==> src/hdl/av1dd_pkg.sv <==
// ----------------------------------------------------------------------------
// av1dd_pkg
// Shared types and constants for the AV1 dependency descriptor parser.
// ----------------------------------------------------------------------------
`default_nettype none

package av1dd_pkg;

  localparam int unsigned MAX_TEMPLATES = 64;

  localparam int unsigned IN_W    = 8;
  localparam int unsigned TDATA_W = 96;
  localparam int unsigned TUSER_W = 4;

  localparam int unsigned QDEPTH  = 4;
  localparam int unsigned QPTR_W  = $clog2(QDEPTH);
  localparam int unsigned QCNT_W  = QPTR_W + 1;

  // record kinds
  localparam logic [3:0] K_HEADER  = 4'd0;
  localparam logic [3:0] K_EXT     = 4'd1;
  localparam logic [3:0] K_LAYER   = 4'd2;
  localparam logic [3:0] K_DTI     = 4'd3;
  localparam logic [3:0] K_FDIFF   = 4'd4;
  localparam logic [3:0] K_DONE    = 4'd5;
  localparam logic [3:0] K_SHORT   = 4'd6;
  localparam logic [3:0] K_TRUNC   = 4'd7;
  localparam logic [3:0] K_TOOMANY = 4'd8;

  typedef struct packed {
    logic            last;
    logic [IN_W-1:0] data;
  } qent_t;

  typedef struct packed {
    logic [3:0]  kind;
    logic [4:0]  flags;
    logic [5:0]  tid;
    logic [15:0] fnum;
    logic [5:0]  dtc;
    logic [31:0] active;
    logic [5:0]  tidx;
    logic [4:0]  tgt;
    logic [5:0]  spat;
    logic [5:0]  temp;
    logic [4:0]  code;
  } rec_t;

  // one parser action: optional record, and whether the byte's run ends here
  typedef struct packed {
    logic rec_v;
    logic fin;
    rec_t rec;
  } ev_t;

endpackage

`default_nettype wire

==> src/hdl/av1_dependency_descriptor_parser.sv <==
// Path: an accepted byte passes the input queue, the parser and the hold stage to the
//   output register; a byte's final record leaves once its run closes.
// Header and ignored bytes take a parser step each, a third header byte with tlast adds
//   a done step; other bytes take a fetch step, a step per field and a run-end step,
//   plus a too-many step on template overflow. Reset: rst_ni asynchronous active low,
//   empties queue and output, parser returns to the mandatory header.
// ----------------------------------------------------------------------------
// av1_dependency_descriptor_parser
// AV1 RTP dependency descriptor parser: byte stream in, field records out.
// ----------------------------------------------------------------------------
`default_nettype none

module av1_dependency_descriptor_parser (
  input  wire logic                          clk_i,
  input  wire logic                          rst_ni,
  input  wire logic                          s_axis_tvalid,
  output      logic                          s_axis_tready,
  input  wire logic [av1dd_pkg::IN_W-1:0]    s_axis_tdata,  // [7:0] data_byte
  input  wire logic                          s_axis_tlast,  // last_byte
  output      logic                          m_axis_tvalid,
  input  wire logic                          m_axis_tready,
  // [4:0] flags, [10:5] template_id, [26:11] frame_number, [32:27] dt_count,
  // [64:33] active_targets, [70:65] template_idx, [75:71] target_index,
  // [81:76] spatial_layer, [87:82] temporal_layer, [92:88] code_value
  output      logic [av1dd_pkg::TDATA_W-1:0] m_axis_tdata,
  output      logic [av1dd_pkg::TUSER_W-1:0] m_axis_tuser,  // [3:0] kind
  output      logic                          m_axis_tlast   // last
);

  logic             q_valid, q_pop;
  av1dd_pkg::qent_t q_ent;
  logic             ev_valid, ev_ready;
  av1dd_pkg::ev_t   ev;

  av1dd_front u_front (
    .clk_i         (clk_i),
    .rst_ni        (rst_ni),
    .s_axis_tvalid (s_axis_tvalid),
    .s_axis_tready (s_axis_tready),
    .s_axis_tdata  (s_axis_tdata),
    .s_axis_tlast  (s_axis_tlast),
    .q_valid_o     (q_valid),
    .q_ent_o       (q_ent),
    .q_pop_i       (q_pop)
  );

  av1dd_parse u_parse (
    .clk_i      (clk_i),
    .rst_ni     (rst_ni),
    .q_valid_i  (q_valid),
    .q_ent_i    (q_ent),
    .q_pop_o    (q_pop),
    .ev_valid_o (ev_valid),
    .ev_o       (ev),
    .ev_ready_i (ev_ready)
  );

  av1dd_emit u_emit (
    .clk_i         (clk_i),
    .rst_ni        (rst_ni),
    .ev_valid_i    (ev_valid),
    .ev_i          (ev),
    .ev_ready_o    (ev_ready),
    .m_axis_tvalid (m_axis_tvalid),
    .m_axis_tready (m_axis_tready),
    .m_axis_tdata  (m_axis_tdata),
    .m_axis_tuser  (m_axis_tuser),
    .m_axis_tlast  (m_axis_tlast)
  );

endmodule

`default_nettype wire

==> src/hdl/av1dd_front.sv <==
// ----------------------------------------------------------------------------
// av1dd_front
// Ingress side: takes descriptor bytes and queues them for the parser.
// ----------------------------------------------------------------------------
`default_nettype none

module av1dd_front (
  input  wire logic                        clk_i,
  input  wire logic                        rst_ni,
  input  wire logic                        s_axis_tvalid,
  output      logic                        s_axis_tready,
  input  wire logic [av1dd_pkg::IN_W-1:0]  s_axis_tdata,   // [7:0] data_byte
  input  wire logic                        s_axis_tlast,   // last_byte
  output      logic                        q_valid_o,
  output      av1dd_pkg::qent_t            q_ent_o,
  input  wire logic                        q_pop_i
);

  av1dd_pkg::qent_t                 mem_q [av1dd_pkg::QDEPTH];
  logic [av1dd_pkg::QPTR_W-1:0]     wr_q, wr_d, rd_q, rd_d;
  logic [av1dd_pkg::QCNT_W-1:0]     cnt_q, cnt_d;
  logic                             push, pop;

  assign s_axis_tready = (cnt_q != av1dd_pkg::QCNT_W'(av1dd_pkg::QDEPTH));
  assign push          = s_axis_tvalid && s_axis_tready;
  assign q_valid_o     = (cnt_q != '0);
  assign pop           = q_pop_i && q_valid_o;
  assign q_ent_o       = mem_q[rd_q];

  always_comb begin
    wr_d  = push ? wr_q + 1'b1 : wr_q;
    rd_d  = pop ? rd_q + 1'b1 : rd_q;
    cnt_d = cnt_q;
    if (push && !pop) begin
      cnt_d = cnt_q + 1'b1;
    end else if (pop && !push) begin
      cnt_d = cnt_q - 1'b1;
    end
  end

  always_ff @(posedge clk_i or negedge rst_ni) begin
    if (!rst_ni) begin
      wr_q  <= '0;
      rd_q  <= '0;
      cnt_q <= '0;
    end else begin
      wr_q  <= wr_d;
      rd_q  <= rd_d;
      cnt_q <= cnt_d;
    end
  end

  always_ff @(posedge clk_i) begin
    if (push) begin
      mem_q[wr_q] <= '{last: s_axis_tlast, data: s_axis_tdata};
    end
  end

endmodule

`default_nettype wire

==> src/hdl/av1dd_parse.sv <==
// ----------------------------------------------------------------------------
// av1dd_parse
// Parser core: pulls queued bytes, extracts one field per cycle from the bit
// buffer, one action (record and/or run end) per cycle unless stalled.
// ----------------------------------------------------------------------------
`default_nettype none

module av1dd_parse (
  input  wire logic              clk_i,
  input  wire logic              rst_ni,
  input  wire logic              q_valid_i,
  input  wire av1dd_pkg::qent_t  q_ent_i,
  output      logic              q_pop_o,
  output      logic              ev_valid_o,
  output      av1dd_pkg::ev_t    ev_o,
  input  wire logic              ev_ready_i
);

  localparam logic [3:0] PH_HEADER = 4'd0;
  localparam logic [3:0] PH_EXT    = 4'd1;
  localparam logic [3:0] PH_OFFSET = 4'd2;
  localparam logic [3:0] PH_LAYERS = 4'd3;
  localparam logic [3:0] PH_DTI    = 4'd4;
  localparam logic [3:0] PH_FFLAG  = 4'd5;
  localparam logic [3:0] PH_FVAL   = 4'd6;
  localparam logic [3:0] PH_DONE   = 4'd7;
  localparam logic [3:0] PH_SKIP   = 4'd8;

  localparam logic [1:0] M_FETCH   = 2'd0;
  localparam logic [1:0] M_DRAIN   = 2'd1;
  localparam logic [1:0] M_HDONE   = 2'd2;
  localparam logic [1:0] M_TOOMANY = 2'd3;

  logic [1:0]  mode_q, mode_d;
  logic [3:0]  phase_q, phase_d;
  logic [1:0]  bc_q, bc_d;
  logic [15:0] hs_q, hs_d;
  logic [15:0] acc_q, acc_d;
  logic [4:0]  held_q, held_d;
  logic [4:0]  extf_q, extf_d;
  logic [5:0]  tcnt_q, tcnt_d;
  logic [6:0]  tmpl_cnt_q, tmpl_cnt_d;
  logic [6:0]  cur_tmpl_q, cur_tmpl_d;
  logic [4:0]  cur_tgt_q, cur_tgt_d;
  logic [5:0]  sp_q, sp_d;
  logic [5:0]  tp_q, tp_d;
  logic        last_q, last_d;

  logic [3:0]  need;
  logic        have_field;
  logic [4:0]  sh;
  logic [15:0] shifted;
  logic [15:0] acc_rem;
  logic [4:0]  fetch_held;
  logic [6:0]  tc_n;
  logic [5:0]  tgt_n;
  logic [5:0]  tcnt_new;
  logic        act, go, clr;
  av1dd_pkg::ev_t ev;

  always_comb begin
    case (phase_q)
      PH_EXT:    need = 4'd5;
      PH_OFFSET: need = 4'd11;
      PH_LAYERS: need = 4'd2;
      PH_DTI:    need = 4'd2;
      PH_FFLAG:  need = 4'd1;
      PH_FVAL:   need = 4'd4;
      default:   need = 4'd0;
    endcase
  end

  assign have_field = (need != 4'd0) && (held_q >= {1'b0, need});
  assign sh         = held_q - {1'b0, need};
  assign shifted    = acc_q >> sh;
  assign acc_rem    = acc_q & ~(16'hFFFF << sh);
  assign fetch_held = (held_q > 5'd8) ? 5'd16 : held_q + 5'd8;
  assign tc_n       = cur_tmpl_q + 7'd1;
  assign tgt_n      = {1'b0, cur_tgt_q} + 6'd1;
  assign tcnt_new   = {1'b0, shifted[4:0]} + 6'd1;

  always_comb begin
    mode_d     = mode_q;
    phase_d    = phase_q;
    bc_d       = bc_q;
    hs_d       = hs_q;
    acc_d      = acc_q;
    held_d     = held_q;
    extf_d     = extf_q;
    tcnt_d     = tcnt_q;
    tmpl_cnt_d = tmpl_cnt_q;
    cur_tmpl_d = cur_tmpl_q;
    cur_tgt_d  = cur_tgt_q;
    sp_d       = sp_q;
    tp_d       = tp_q;
    last_d     = last_q;
    act        = 1'b0;
    clr        = 1'b0;
    ev         = '0;

    case (mode_q)
      M_FETCH: begin
        act = q_valid_i;
        if (phase_q == PH_HEADER) begin
          if (bc_q != 2'd2) begin
            hs_d = {hs_q[7:0], q_ent_i.data};
            bc_d = bc_q + 2'd1;
            if (q_ent_i.last) begin
              ev.rec_v    = 1'b1;
              ev.fin      = 1'b1;
              ev.rec.kind = av1dd_pkg::K_SHORT;
              clr         = 1'b1;
            end
          end else begin
            ev.rec_v     = 1'b1;
            ev.rec.kind  = av1dd_pkg::K_HEADER;
            ev.rec.flags = {3'b000, hs_q[15:14]};
            ev.rec.tid   = hs_q[13:8];
            ev.rec.fnum  = {hs_q[7:0], q_ent_i.data};
            bc_d         = 2'd0;
            phase_d      = PH_EXT;
            acc_d        = '0;
            held_d       = '0;
            if (q_ent_i.last) begin
              mode_d = M_HDONE;
            end else begin
              ev.fin = 1'b1;
            end
          end
        end else if (phase_q >= PH_DONE) begin
          acc_d  = '0;
          held_d = '0;
          ev.fin = 1'b1;
          if (q_ent_i.last) begin
            clr = 1'b1;
            if (phase_q == PH_DONE) begin
              ev.rec_v    = 1'b1;
              ev.rec.kind = av1dd_pkg::K_DONE;
            end
          end
        end else begin
          acc_d  = {acc_q[7:0], q_ent_i.data};
          held_d = fetch_held;
          last_d = q_ent_i.last;
          mode_d = M_DRAIN;
        end
      end

      M_HDONE: begin
        act         = 1'b1;
        ev.rec_v    = 1'b1;
        ev.fin      = 1'b1;
        ev.rec.kind = av1dd_pkg::K_DONE;
        clr         = 1'b1;
        mode_d      = M_FETCH;
      end

      M_TOOMANY: begin
        act         = 1'b1;
        ev.rec_v    = 1'b1;
        ev.rec.kind = av1dd_pkg::K_TOOMANY;
        mode_d      = M_DRAIN;
      end

      M_DRAIN: begin
        act = 1'b1;
        if (have_field) begin
          acc_d  = acc_rem;
          held_d = sh;
          case (phase_q)
            PH_EXT: begin
              extf_d = shifted[4:0];
              if (shifted[4]) begin
                phase_d = PH_OFFSET;
              end else begin
                ev.rec_v     = 1'b1;
                ev.rec.kind  = av1dd_pkg::K_EXT;
                ev.rec.flags = shifted[4:0];
                phase_d      = PH_DONE;
              end
            end
            PH_OFFSET: begin
              tcnt_d        = tcnt_new;
              ev.rec_v      = 1'b1;
              ev.rec.kind   = av1dd_pkg::K_EXT;
              ev.rec.flags  = extf_q;
              ev.rec.tid    = shifted[10:5];
              ev.rec.dtc    = tcnt_new;
              ev.rec.active = 32'hFFFF_FFFF >> (6'd32 - tcnt_new);
              tmpl_cnt_d    = '0;
              cur_tmpl_d    = '0;
              cur_tgt_d     = '0;
              sp_d          = '0;
              tp_d          = '0;
              phase_d       = PH_LAYERS;
            end
            PH_LAYERS: begin
              ev.rec_v    = 1'b1;
              ev.rec.kind = av1dd_pkg::K_LAYER;
              ev.rec.tidx = cur_tmpl_q[5:0];
              ev.rec.spat = sp_q;
              ev.rec.temp = tp_q;
              tmpl_cnt_d  = tc_n;
              if (shifted[1:0] == 2'd3) begin
                cur_tmpl_d = '0;
                cur_tgt_d  = '0;
                phase_d    = PH_DTI;
              end else if (tc_n >= 7'(av1dd_pkg::MAX_TEMPLATES)) begin
                phase_d = PH_SKIP;
                acc_d   = '0;
                held_d  = '0;
                mode_d  = M_TOOMANY;
              end else begin
                if (shifted[1:0] == 2'd1) begin
                  tp_d = tp_q + 6'd1;
                end else if (shifted[1:0] == 2'd2) begin
                  tp_d = '0;
                  sp_d = sp_q + 6'd1;
                end
                cur_tmpl_d = tc_n;
              end
            end
            PH_DTI: begin
              ev.rec_v    = 1'b1;
              ev.rec.kind = av1dd_pkg::K_DTI;
              ev.rec.tidx = cur_tmpl_q[5:0];
              ev.rec.tgt  = cur_tgt_q;
              ev.rec.code = {3'b000, shifted[1:0]};
              if (tgt_n >= tcnt_q) begin
                cur_tgt_d = '0;
                if (tc_n >= tmpl_cnt_q) begin
                  cur_tmpl_d = '0;
                  phase_d    = PH_FFLAG;
                end else begin
                  cur_tmpl_d = tc_n;
                end
              end else begin
                cur_tgt_d = tgt_n[4:0];
              end
            end
            PH_FFLAG: begin
              if (shifted[0]) begin
                phase_d = PH_FVAL;
              end else if (tc_n >= tmpl_cnt_q) begin
                cur_tmpl_d = '0;
                phase_d    = PH_DONE;
                acc_d      = '0;
                held_d     = '0;
              end else begin
                cur_tmpl_d = tc_n;
              end
            end
            PH_FVAL: begin
              ev.rec_v    = 1'b1;
              ev.rec.kind = av1dd_pkg::K_FDIFF;
              ev.rec.tidx = cur_tmpl_q[5:0];
              ev.rec.code = {1'b0, shifted[3:0]} + 5'd1;
              phase_d     = PH_FFLAG;
            end
            default: begin
              acc_d  = '0;
              held_d = '0;
            end
          endcase
        end else begin
          // end of this byte's run
          if (phase_q == PH_DONE) begin
            acc_d  = '0;
            held_d = '0;
          end
          mode_d = M_FETCH;
          ev.fin = 1'b1;
          if (last_q) begin
            clr = 1'b1;
            if (phase_q == PH_DONE) begin
              ev.rec_v    = 1'b1;
              ev.rec.kind = av1dd_pkg::K_DONE;
            end else if (phase_q != PH_SKIP) begin
              ev.rec_v    = 1'b1;
              ev.rec.kind = av1dd_pkg::K_TRUNC;
            end
          end
        end
      end

      default: begin
        mode_d = M_FETCH;
      end
    endcase

    if (clr) begin
      phase_d    = PH_HEADER;
      bc_d       = '0;
      hs_d       = '0;
      acc_d      = '0;
      held_d     = '0;
      extf_d     = '0;
      tcnt_d     = '0;
      tmpl_cnt_d = '0;
      cur_tmpl_d = '0;
      cur_tgt_d  = '0;
      sp_d       = '0;
      tp_d       = '0;
      last_d     = 1'b0;
    end
  end

  assign go         = act && ev_ready_i;
  assign q_pop_o    = go && (mode_q == M_FETCH);
  assign ev_valid_o = act;
  assign ev_o       = ev;

  always_ff @(posedge clk_i or negedge rst_ni) begin
    if (!rst_ni) begin
      mode_q     <= M_FETCH;
      phase_q    <= PH_HEADER;
      bc_q       <= '0;
      hs_q       <= '0;
      acc_q      <= '0;
      held_q     <= '0;
      extf_q     <= '0;
      tcnt_q     <= '0;
      tmpl_cnt_q <= '0;
      cur_tmpl_q <= '0;
      cur_tgt_q  <= '0;
      sp_q       <= '0;
      tp_q       <= '0;
      last_q     <= 1'b0;
    end else if (go) begin
      mode_q     <= mode_d;
      phase_q    <= phase_d;
      bc_q       <= bc_d;
      hs_q       <= hs_d;
      acc_q      <= acc_d;
      held_q     <= held_d;
      extf_q     <= extf_d;
      tcnt_q     <= tcnt_d;
      tmpl_cnt_q <= tmpl_cnt_d;
      cur_tmpl_q <= cur_tmpl_d;
      cur_tgt_q  <= cur_tgt_d;
      sp_q       <= sp_d;
      tp_q       <= tp_d;
      last_q     <= last_d;
    end
  end

endmodule

`default_nettype wire

==> src/hdl/av1dd_emit.sv <==
// ----------------------------------------------------------------------------
// av1dd_emit
// Egress side: one-record hold stage that resolves the last flag, followed by
// the output register.
// ----------------------------------------------------------------------------
`default_nettype none

module av1dd_emit (
  input  wire logic                          clk_i,
  input  wire logic                          rst_ni,
  input  wire logic                          ev_valid_i,
  input  wire av1dd_pkg::ev_t                ev_i,
  output      logic                          ev_ready_o,
  output      logic                          m_axis_tvalid,
  input  wire logic                          m_axis_tready,
  output      logic [av1dd_pkg::TDATA_W-1:0] m_axis_tdata,
  output      logic [av1dd_pkg::TUSER_W-1:0] m_axis_tuser,
  output      logic                          m_axis_tlast
);

  av1dd_pkg::rec_t hold_q, out_q;
  logic            hold_v_q, hold_v_d;
  logic            hold_fin_q, hold_fin_d;
  logic            out_v_q, out_v_d;
  logic            out_last_q;
  logic            out_free, hold_go, ev_go;

  assign out_free   = !out_v_q || m_axis_tready;
  assign hold_go    = hold_v_q && out_free &&
                      (hold_fin_q || (ev_valid_i && ev_i.rec_v));
  assign ev_ready_o = !ev_i.rec_v || !hold_v_q || out_free;
  assign ev_go      = ev_valid_i && ev_ready_o;

  always_comb begin
    out_v_d    = out_v_q;
    hold_v_d   = hold_v_q && !hold_go;
    hold_fin_d = hold_fin_q;
    if (hold_go) begin
      out_v_d = 1'b1;
    end else if (m_axis_tready) begin
      out_v_d = 1'b0;
    end
    if (ev_go) begin
      if (ev_i.rec_v) begin
        hold_v_d   = 1'b1;
        hold_fin_d = ev_i.fin;
      end else if (ev_i.fin) begin
        hold_fin_d = 1'b1;
      end
    end
  end

  always_ff @(posedge clk_i or negedge rst_ni) begin
    if (!rst_ni) begin
      hold_v_q   <= 1'b0;
      hold_fin_q <= 1'b0;
      out_v_q    <= 1'b0;
    end else begin
      hold_v_q   <= hold_v_d;
      hold_fin_q <= hold_fin_d;
      out_v_q    <= out_v_d;
    end
  end

  always_ff @(posedge clk_i) begin
    if (ev_go && ev_i.rec_v) begin
      hold_q <= ev_i.rec;
    end
    if (hold_go) begin
      out_q      <= hold_q;
      out_last_q <= hold_fin_q;
    end
  end

  assign m_axis_tvalid = out_v_q;
  assign m_axis_tlast  = out_last_q;
  assign m_axis_tuser  = out_q.kind;
  assign m_axis_tdata  = {3'b000, out_q.code, out_q.temp, out_q.spat, out_q.tgt,
                          out_q.tidx, out_q.active, out_q.dtc, out_q.fnum,
                          out_q.tid, out_q.flags};

endmodule

`default_nettype wire

==> config.mk <==
export PLATFORM = sky130hd
export DESIGN_NAME = av1_dependency_descriptor_parser
export DESIGN_NICKNAME = d
export VERILOG_FILES = /design/src/hdl/av1dd_pkg.sv /design/src/hdl/av1_dependency_descriptor_parser.sv /design/src/hdl/av1dd_front.sv /design/src/hdl/av1dd_parse.sv /design/src/hdl/av1dd_emit.sv
export SDC_FILE = /design/constraint.sdc
export NUM_CORES = 1
export LEC_CHECK = 0
export ABC_AREA = 1
export BUFFER_PORTS_ARGS = -buffer_cell sky130_fd_sc_hd__buf_4
export CAP_MARGIN = 20
export CORE_ASPECT_RATIO = 1.2
export CORE_MARGIN = 4
export CORE_UTILIZATION = 55
export DETAILED_ROUTE_END_ITERATION = 8
export PLACE_DENSITY = 0.78
export SETUP_SLACK_MARGIN = 0.1
export SLEW_MARGIN = 10
export SYNTH_ARGS = -nofsm -noshare
export SYNTH_HDL_FRONTEND = slang
export SYNTH_SLANG_ARGS = --single-unit
==> constraint.sdc <==
create_clock -name clk_i -period 8.7 [get_ports clk_i]
set_clock_uncertainty 0.05 [all_clocks]
set_input_delay 0.87 -clock clk_i [delete_from_list [all_inputs] [get_ports clk_i]]
set_output_delay 0.87 -clock clk_i [all_outputs]
set_load 0.03 [all_outputs]
; After elaboration in Yosys (flattened, before gate mapping)
; Memories as Yosys holds them, arrays and structs flattened.
; Index checks and enable logic that the tools add are counted.
[classes]
mux = 153
n_eq_ne = 43
reduce_logical = 66
n_lt_le_gt_ge = 6
n_bitwise = 4
n_addsub = 14
shifts = 3
[op_table]
columns = operator, n
row1 = 2-to-1 mux 16 bit, 14
row2 = 2-to-1 mux 6 bit, 24
row3 = 2-to-1 mux 5 bit, 20
row4 = 2-to-1 mux 7 bit, 11
row5 = 2-to-1 mux 4 bit, 14
row6 = 2-to-1 mux 24 bit, 2
row7 = one-hot mux 16 bit (3 select lines), 1
row8 = one-hot mux 16 bit (2 select lines), 1
row9 = >> shifter 32 x 6 -> 32 bit (first input constant), 1
row10 = one-hot mux 5 bit (2 select lines), 3
row11 = one-hot mux 5 bit (3 select lines), 2
row12 = one-hot mux 7 bit (4 select lines), 1
row13 = 2-to-1 mux 1 bit, 27
row14 = 2-to-1 mux 2 bit, 12
row15 = one-hot mux 4 bit (6 select lines), 1
row16 = one-hot mux 6 bit (2 select lines), 2
row17 = AND reduction 4 bit, 6
row18 = one-hot mux 11 bit (2 select lines), 1
row19 = AND reduction 7 bit, 3
row20 = one-hot mux 4 bit (5 select lines), 1
row21 = nonzero test 2 bit, 10
row22 = inequality test 3 x 2 -> 1 bit (second input constant), 6
row23 = inequality test 3 bit (second input constant), 6
row24 = bitwise AND 16 bit, 1
row25 = other kinds (59), 119
[word_totals]
mem_count = 1
inputBits = 13
ramBits = 36
reg_bits = 293
output_inout_bits = 103
elab_cells = 333
[mem_list]
columns = memory, depth, word_bits, rd, rd_ports_with_merged_regs, write_ports, line
row1 = u_front.mem_q, 4, 9, 1, 0, 1, av1dd_front.sv:19  ; av1dd_pkg::qent_t mem_q [av1dd_pkg::QDEPTH];

; Logic depth before layout (Yosys ltp)
[logic_depth]
ltp_word = 18
depth_mapped = 32
ltp_nobuf = 31

; By module
; A second synthesis with hierarchy kept.
[hier_totals]
cells_unflattened = 1441
area_unflattened_um2 = 15020.7
[by_module_without_submodules]
columns = module, n_inst, cells_per_inst, area_per_inst_um2
row1 = av1dd_parse, 1, 1055, 7094.3
row2 = av1dd_emit, 1, 223, 6045.8
row3 = av1dd_front, 1, 163, 1880.6

; Least setup slack after synthesis
; OpenSTA, ideal clock, no wires.
[synth_path]
path_kind = register to register
start = reg u_parse.phase_q[3]
end = reg u_emit.hold_q[0] (netlist bit) (enable)
arrival_ns = 7.090
stages_incl_launch_ff = 21
synth_period_minus_slack_ns = 7.695
setup_ns = 0.555
path_buffers = 2
required_ns = 8.095
setup_slack_ns = 1.005
cell_sequence = dfrtp_1 -> nor2_1 -> nand2_1 -> nor2_1 -> nor2_1 -> nand2_1 -> ha_1 -> inv_1 -> fa_1 -> buf_4 -> buf_2 -> nand3_1 -> nand3_1 -> nand3_2 -> nand3_2 -> nand2_1 -> nand2_1 -> nand2_1 -> nand2_1 -> nand3_1 -> nor2_1
[synth_between]
elab_chain_len = 14
[synth_rtl]
columns = item, line
row1 = "start, declared", av1dd_parse.sv:35  ; logic [3:0] phase_q, phase_d;
row2 = "start signal, assigned", av1dd_parse.sv:331  ; phase_q <= phase_d;
row3 = == test 4 x 2 -> 1 bit or == test 4 x 3 -> 1 bit (tied branches), "av1dd_parse.sv:62, av1dd_parse.sv:170"
row4 = OR reduction 2 bit (no source line), -
row5 = one-hot mux 4 bit (5 select lines), av1dd_parse.sv:62  ; case (phase_q)
row6 = subtractor 5 x 4 -> 5 bit, av1dd_parse.sv:74  ; assign sh = held_q - {1'b0, need};
row7 = >> shifter 16 x 5 -> 11 bit, av1dd_parse.sv:75  ; assign shifted = acc_q >> sh;
row8 = 2-to-1 mux 1 bit, av1dd_parse.sv:173  ; if (shifted[4]) begin
row9 = one-hot mux 1 bit (2 select lines), av1dd_parse.sv:170  ; case (phase_q)
row10 = 2-to-1 mux 1 bit, av1dd_parse.sv:167  ; if (have_field) begin
row11 = one-hot mux 1 bit (3 select lines) (*), av1dd_parse.sv:101  ; case (mode_q)
row12 = logical NOT 1 bit, av1dd_emit.sv:31  ; assign ev_ready_o = !ev_i.rec_v || !hold_v_q || out_free;
row13 = logical OR 1 bit (2 in series), av1dd_emit.sv:31
row14 = logical AND 1 bit, av1dd_emit.sv:32  ; assign ev_go = ev_valid_i && ev_ready_o;
row15 = logical AND 1 bit (*), av1dd_emit.sv:66  ; if (ev_go && ev_i.rec_v) begin
row16 = "end signal, assigned", av1dd_emit.sv:67  ; hold_q <= ev_i.rec;
row17 = "end, declared", av1dd_emit.sv:21  ; av1dd_pkg::rec_t hold_q, out_q;
; Every way passes the cells marked *; elsewhere a longest branch is shown, timed or not.
; A chain may end at the register's enable or synchronous reset.

; Worst setup path in the final report
[layout_path]
start = reg u_parse.phase_q[3]
end = reg u_emit.hold_q[42] (netlist bit), data pin
[layout_between]
elab_chain_len = 8
[layout_rtl]
columns = item, line
row1 = == test 4 x 2 -> 1 bit or == test 4 x 3 -> 1 bit (tied branches), av1dd_parse.sv:62
row2 = OR reduction 2 bit (no source line), -
row3 = one-hot mux 4 bit (5 select lines), av1dd_parse.sv:62
row4 = subtractor 5 x 4 -> 5 bit, av1dd_parse.sv:74
row5 = >> shifter 16 x 5 -> 11 bit, av1dd_parse.sv:75
row6 = adder 5 x 1 -> 6 bit, av1dd_parse.sv:80  ; assign tcnt_new = {1'b0, shifted[4:0]} + 6'd1;
row7 = subtractor 6 bit, av1dd_parse.sv:189  ; ev.rec.active = 32'hFFFF_FFFF >> (6'd32 - tcnt_new);
row8 = >> shifter 32 x 6 -> 32 bit, av1dd_parse.sv:189
; Parallel ways exist; a longest one is shown, timed or not.

==> results.toml <==
[sta]
worst_pin_slew_ps = 1022
hold_violations = 0
setup_viol = 0
finalCritPeriodShare_pct = 67.50
timing_max_transition_violations_final = 0
rsz0062_at_grt = "no"
setup_tns_ps = 0
maxSlewHeadroom_pct = 31.84
setup_ws_ps = 2827
max_freq_mhz = 170.3
period_minus_slack_ps = 5873

[synth]
async_flop_share_pct = 29.79
netlist.area_leader.share_pct = 45.42
synth_edf_count = 231
post_synth_num_cell_types = 52
ys.flop_type = "edfxtp_1"
ys_seq_area_share_pct = 61.47
synth_warnings = 0
avgSynthCellArea_um2 = 9.847
ys_ff_latch = 329
synth_area_leaders = "edfxtp_1 45%, dfrtp_1 16%, nand2_1 11%"
syn-cell-area_mm2 = 0.01527
synth_area_leader_cell = "edfxtp_1"
synthCells = 1551

[clock_network]
path_clk_slew_ps = 70
cts_hold_repair.buffers = 0
numCtsBuffers = 30
cts_setup_buffers = 0
cts_buffer_depth = 3
root_buffer = "clkbuf_16"
clkLatencyLatePin_ps = 550
cts_sinks = 329
ctsResizeCount = 0
cts_tree = "done"
htreeDepth = 1

[setup_path]
crit_top_cell = "nand2_1"
critPathMaxStageDelay_ps = 990
cp_num_buf_inv = 7
crit_type = "register to register"
worst_ep_arrival_time_ps = 6140
cp-end-kind = "register"
worstPathRequired_ps = 8960
crit_path_max_fanout = 20
crit_slowest_cell = "fa_1"
start_kind = "register"
crit_family = "simple AND/OR/NAND/NOR gates"

[die]
io_pins = 116
dieHeight_um = 190.6
row_count = 66
dieArea_mm2 = 0.03051
die_w_um = 160.1
coreArea_mm2 = 0.02725
start_util_pct = 56.05

[route]
wl_per_cell_um = 16.58
first_pass_iters = 5
num_vias = 11080
drc = 0
drt-initial-drc-count = 844
wl_um = 33460
avgViaCountPerCell = 5.491
antenna_left = 0

[final_layout]
final_util_pct = 63.37
final_cell_mix = "437 x nand2_1, 231 x edfxtp_1, 167 x nor2_1"
diodes = 0
design_area_mm2 = 0.01727
drive_above_1_share_pct = 13.11
final_common_cell = "nand2_1"
nNetsFinal = 1703
syn_to_final_growth_pct = 13.07

[place]
port_buffers = 112
gp_congestion = 0.9559
dp_hpwl_um = 23990
dpl_cell_area_mm2 = 0.01629
post-place-ws_ps = 2944

[run_status]
outcome = "complete, no violations"

[global_routing]
grt_first_pass_wirelength_um = 54910
antenna_found_initial = 0
overflow = 0
first_global_vias = 10770
grt_max_degree = 80
grt.total_usage_pct = 21.93

[worst_hold_path]
hold_class = "input pin to async pin"

[job]
maxCapViolCount = 0
worst paths after layout:
path / end / start / cells after the start / slack [ps]
worst max-delay path: u_emit.hold_q[42]$_SDFFCE_PP0P_ / u_parse.phase_q[3]$_DFFE_PN0P_ / 28 / 2830
worst min-delay path: u_parse.cur_tmpl_q[3]$_DFFE_PN0P_ / rst_ni / 1 / 270
worst max register to register: u_emit.hold_q[42]$_SDFFCE_PP0P_ / u_parse.phase_q[3]$_DFFE_PN0P_ / 28 / 2830
worst min register to register: u_emit.m_axis_tdata[50]$_DFFE_PP_ / u_emit.hold_q[45]$_SDFFCE_PP0P_ / 0 / 370
max in group asynchronous: u_parse.hs_q[8]$_DFFE_PN0P_ / rst_ni / 2 / 7170
min in group clk_i: u_emit.m_axis_tdata[50]$_DFFE_PP_ / u_emit.hold_q[45]$_SDFFCE_PP0P_ / 0 / 370
cell type report:
type | instances | area, um2
Clock buffer | 37 | 798.3
Sequential cell | 329 | 9389
Clock inverter | 19 | 178.9
Tap cell | 340 | 425.4
Multi-Input combinational cell | 1003 | 4950
Fill cell | 2171 | 9981
Timing Repair Buffer | 116 | 870.8
Inverter | 174 | 658.1
cells in the mapped netlist (2+ instances only):
| cell type | count |
|---|---|
| nand3_4 | 2 |
| xnor2_1 | 2 |
| a22oi_1 | 5 |
| o22ai_1 | 10 |
| or2_2 | 5 |
| a31oi_1 | 3 |
| nand3_1 | 111 |
| nor2_1 | 168 |
| edfxtp_1 | 231 |
| o211ai_1 | 5 |
| ha_1 | 34 |
| nand3b_1 | 3 |
| clkbuf_1 | 10 |
| nand2_4 | 2 |
| clkinv_1 | 2 |
| nand2_1 | 437 |
| nand2_2 | 10 |
| o21ai_0 | 57 |
| inv_1 | 158 |
| o2111ai_1 | 4 |
| buf_4 | 14 |
| o21ai_2 | 3 |
| nor2_4 | 3 |
| a32oi_1 | 8 |
| buf_6 | 6 |
| nor2_2 | 6 |
| nor3_1 | 6 |
| inv_2 | 13 |
| a21oi_1 | 36 |
| xor2_1 | 12 |
| fa_1 | 2 |
| dfrtp_1 | 98 |
| nand4_1 | 20 |
| o21ai_1 | 17 |
| buf_2 | 16 |
| nand3_2 | 10 |
| o31ai_1 | 6 |
| o221ai_1 | 2 |
layer usage:
layer / global-route usage [%] / share of wire (%)
met5: 0 / 0
met4: 6.289 / 2.8
met3: 3.243 / 6.7
met2: 38.84 / 50
met1: 28.31 / 40
state kept, by name (all words and copies together) (netlist names), 7 cells and up:
signal / flops
u_emit.hold_q: 97
u_emit.m_axis_tdata: 93
u_front.mem_q: 36
u_parse.acc_q: 16
u_parse.cur_tmpl_q: 7
u_parse.hs_q: 16
u_parse.tmpl_cnt_q: 7
per-stage QoR:
step | std cells | hold WS (ps)
finish | 2018 | 274.6
global route | 2018 | 301.6
CTS | 2018 | 273.0
detailed placement | 1962 | 354.5
global placement | 1962 | 352.0
floorplan | 1553 | 350.3
kinds of logic (layout without fill, tap and decap cells):
kind of cell	Yosys count	after routing	synth area share, %
AOI/OAI and AO/OA	162	162	6.259
xor gates and xnor gates	15	15	0.9831
DFF	329	329	61.47
and+or+nand+nor	787	787	22.00
adders and majority gates	36	36	3.047
other	1	3	0.02455
buffers and inverters	221	346	6.218
Power is not shown: default switching activity piles up to over one toggle a cycle in this logic, so the estimate is an artifact.
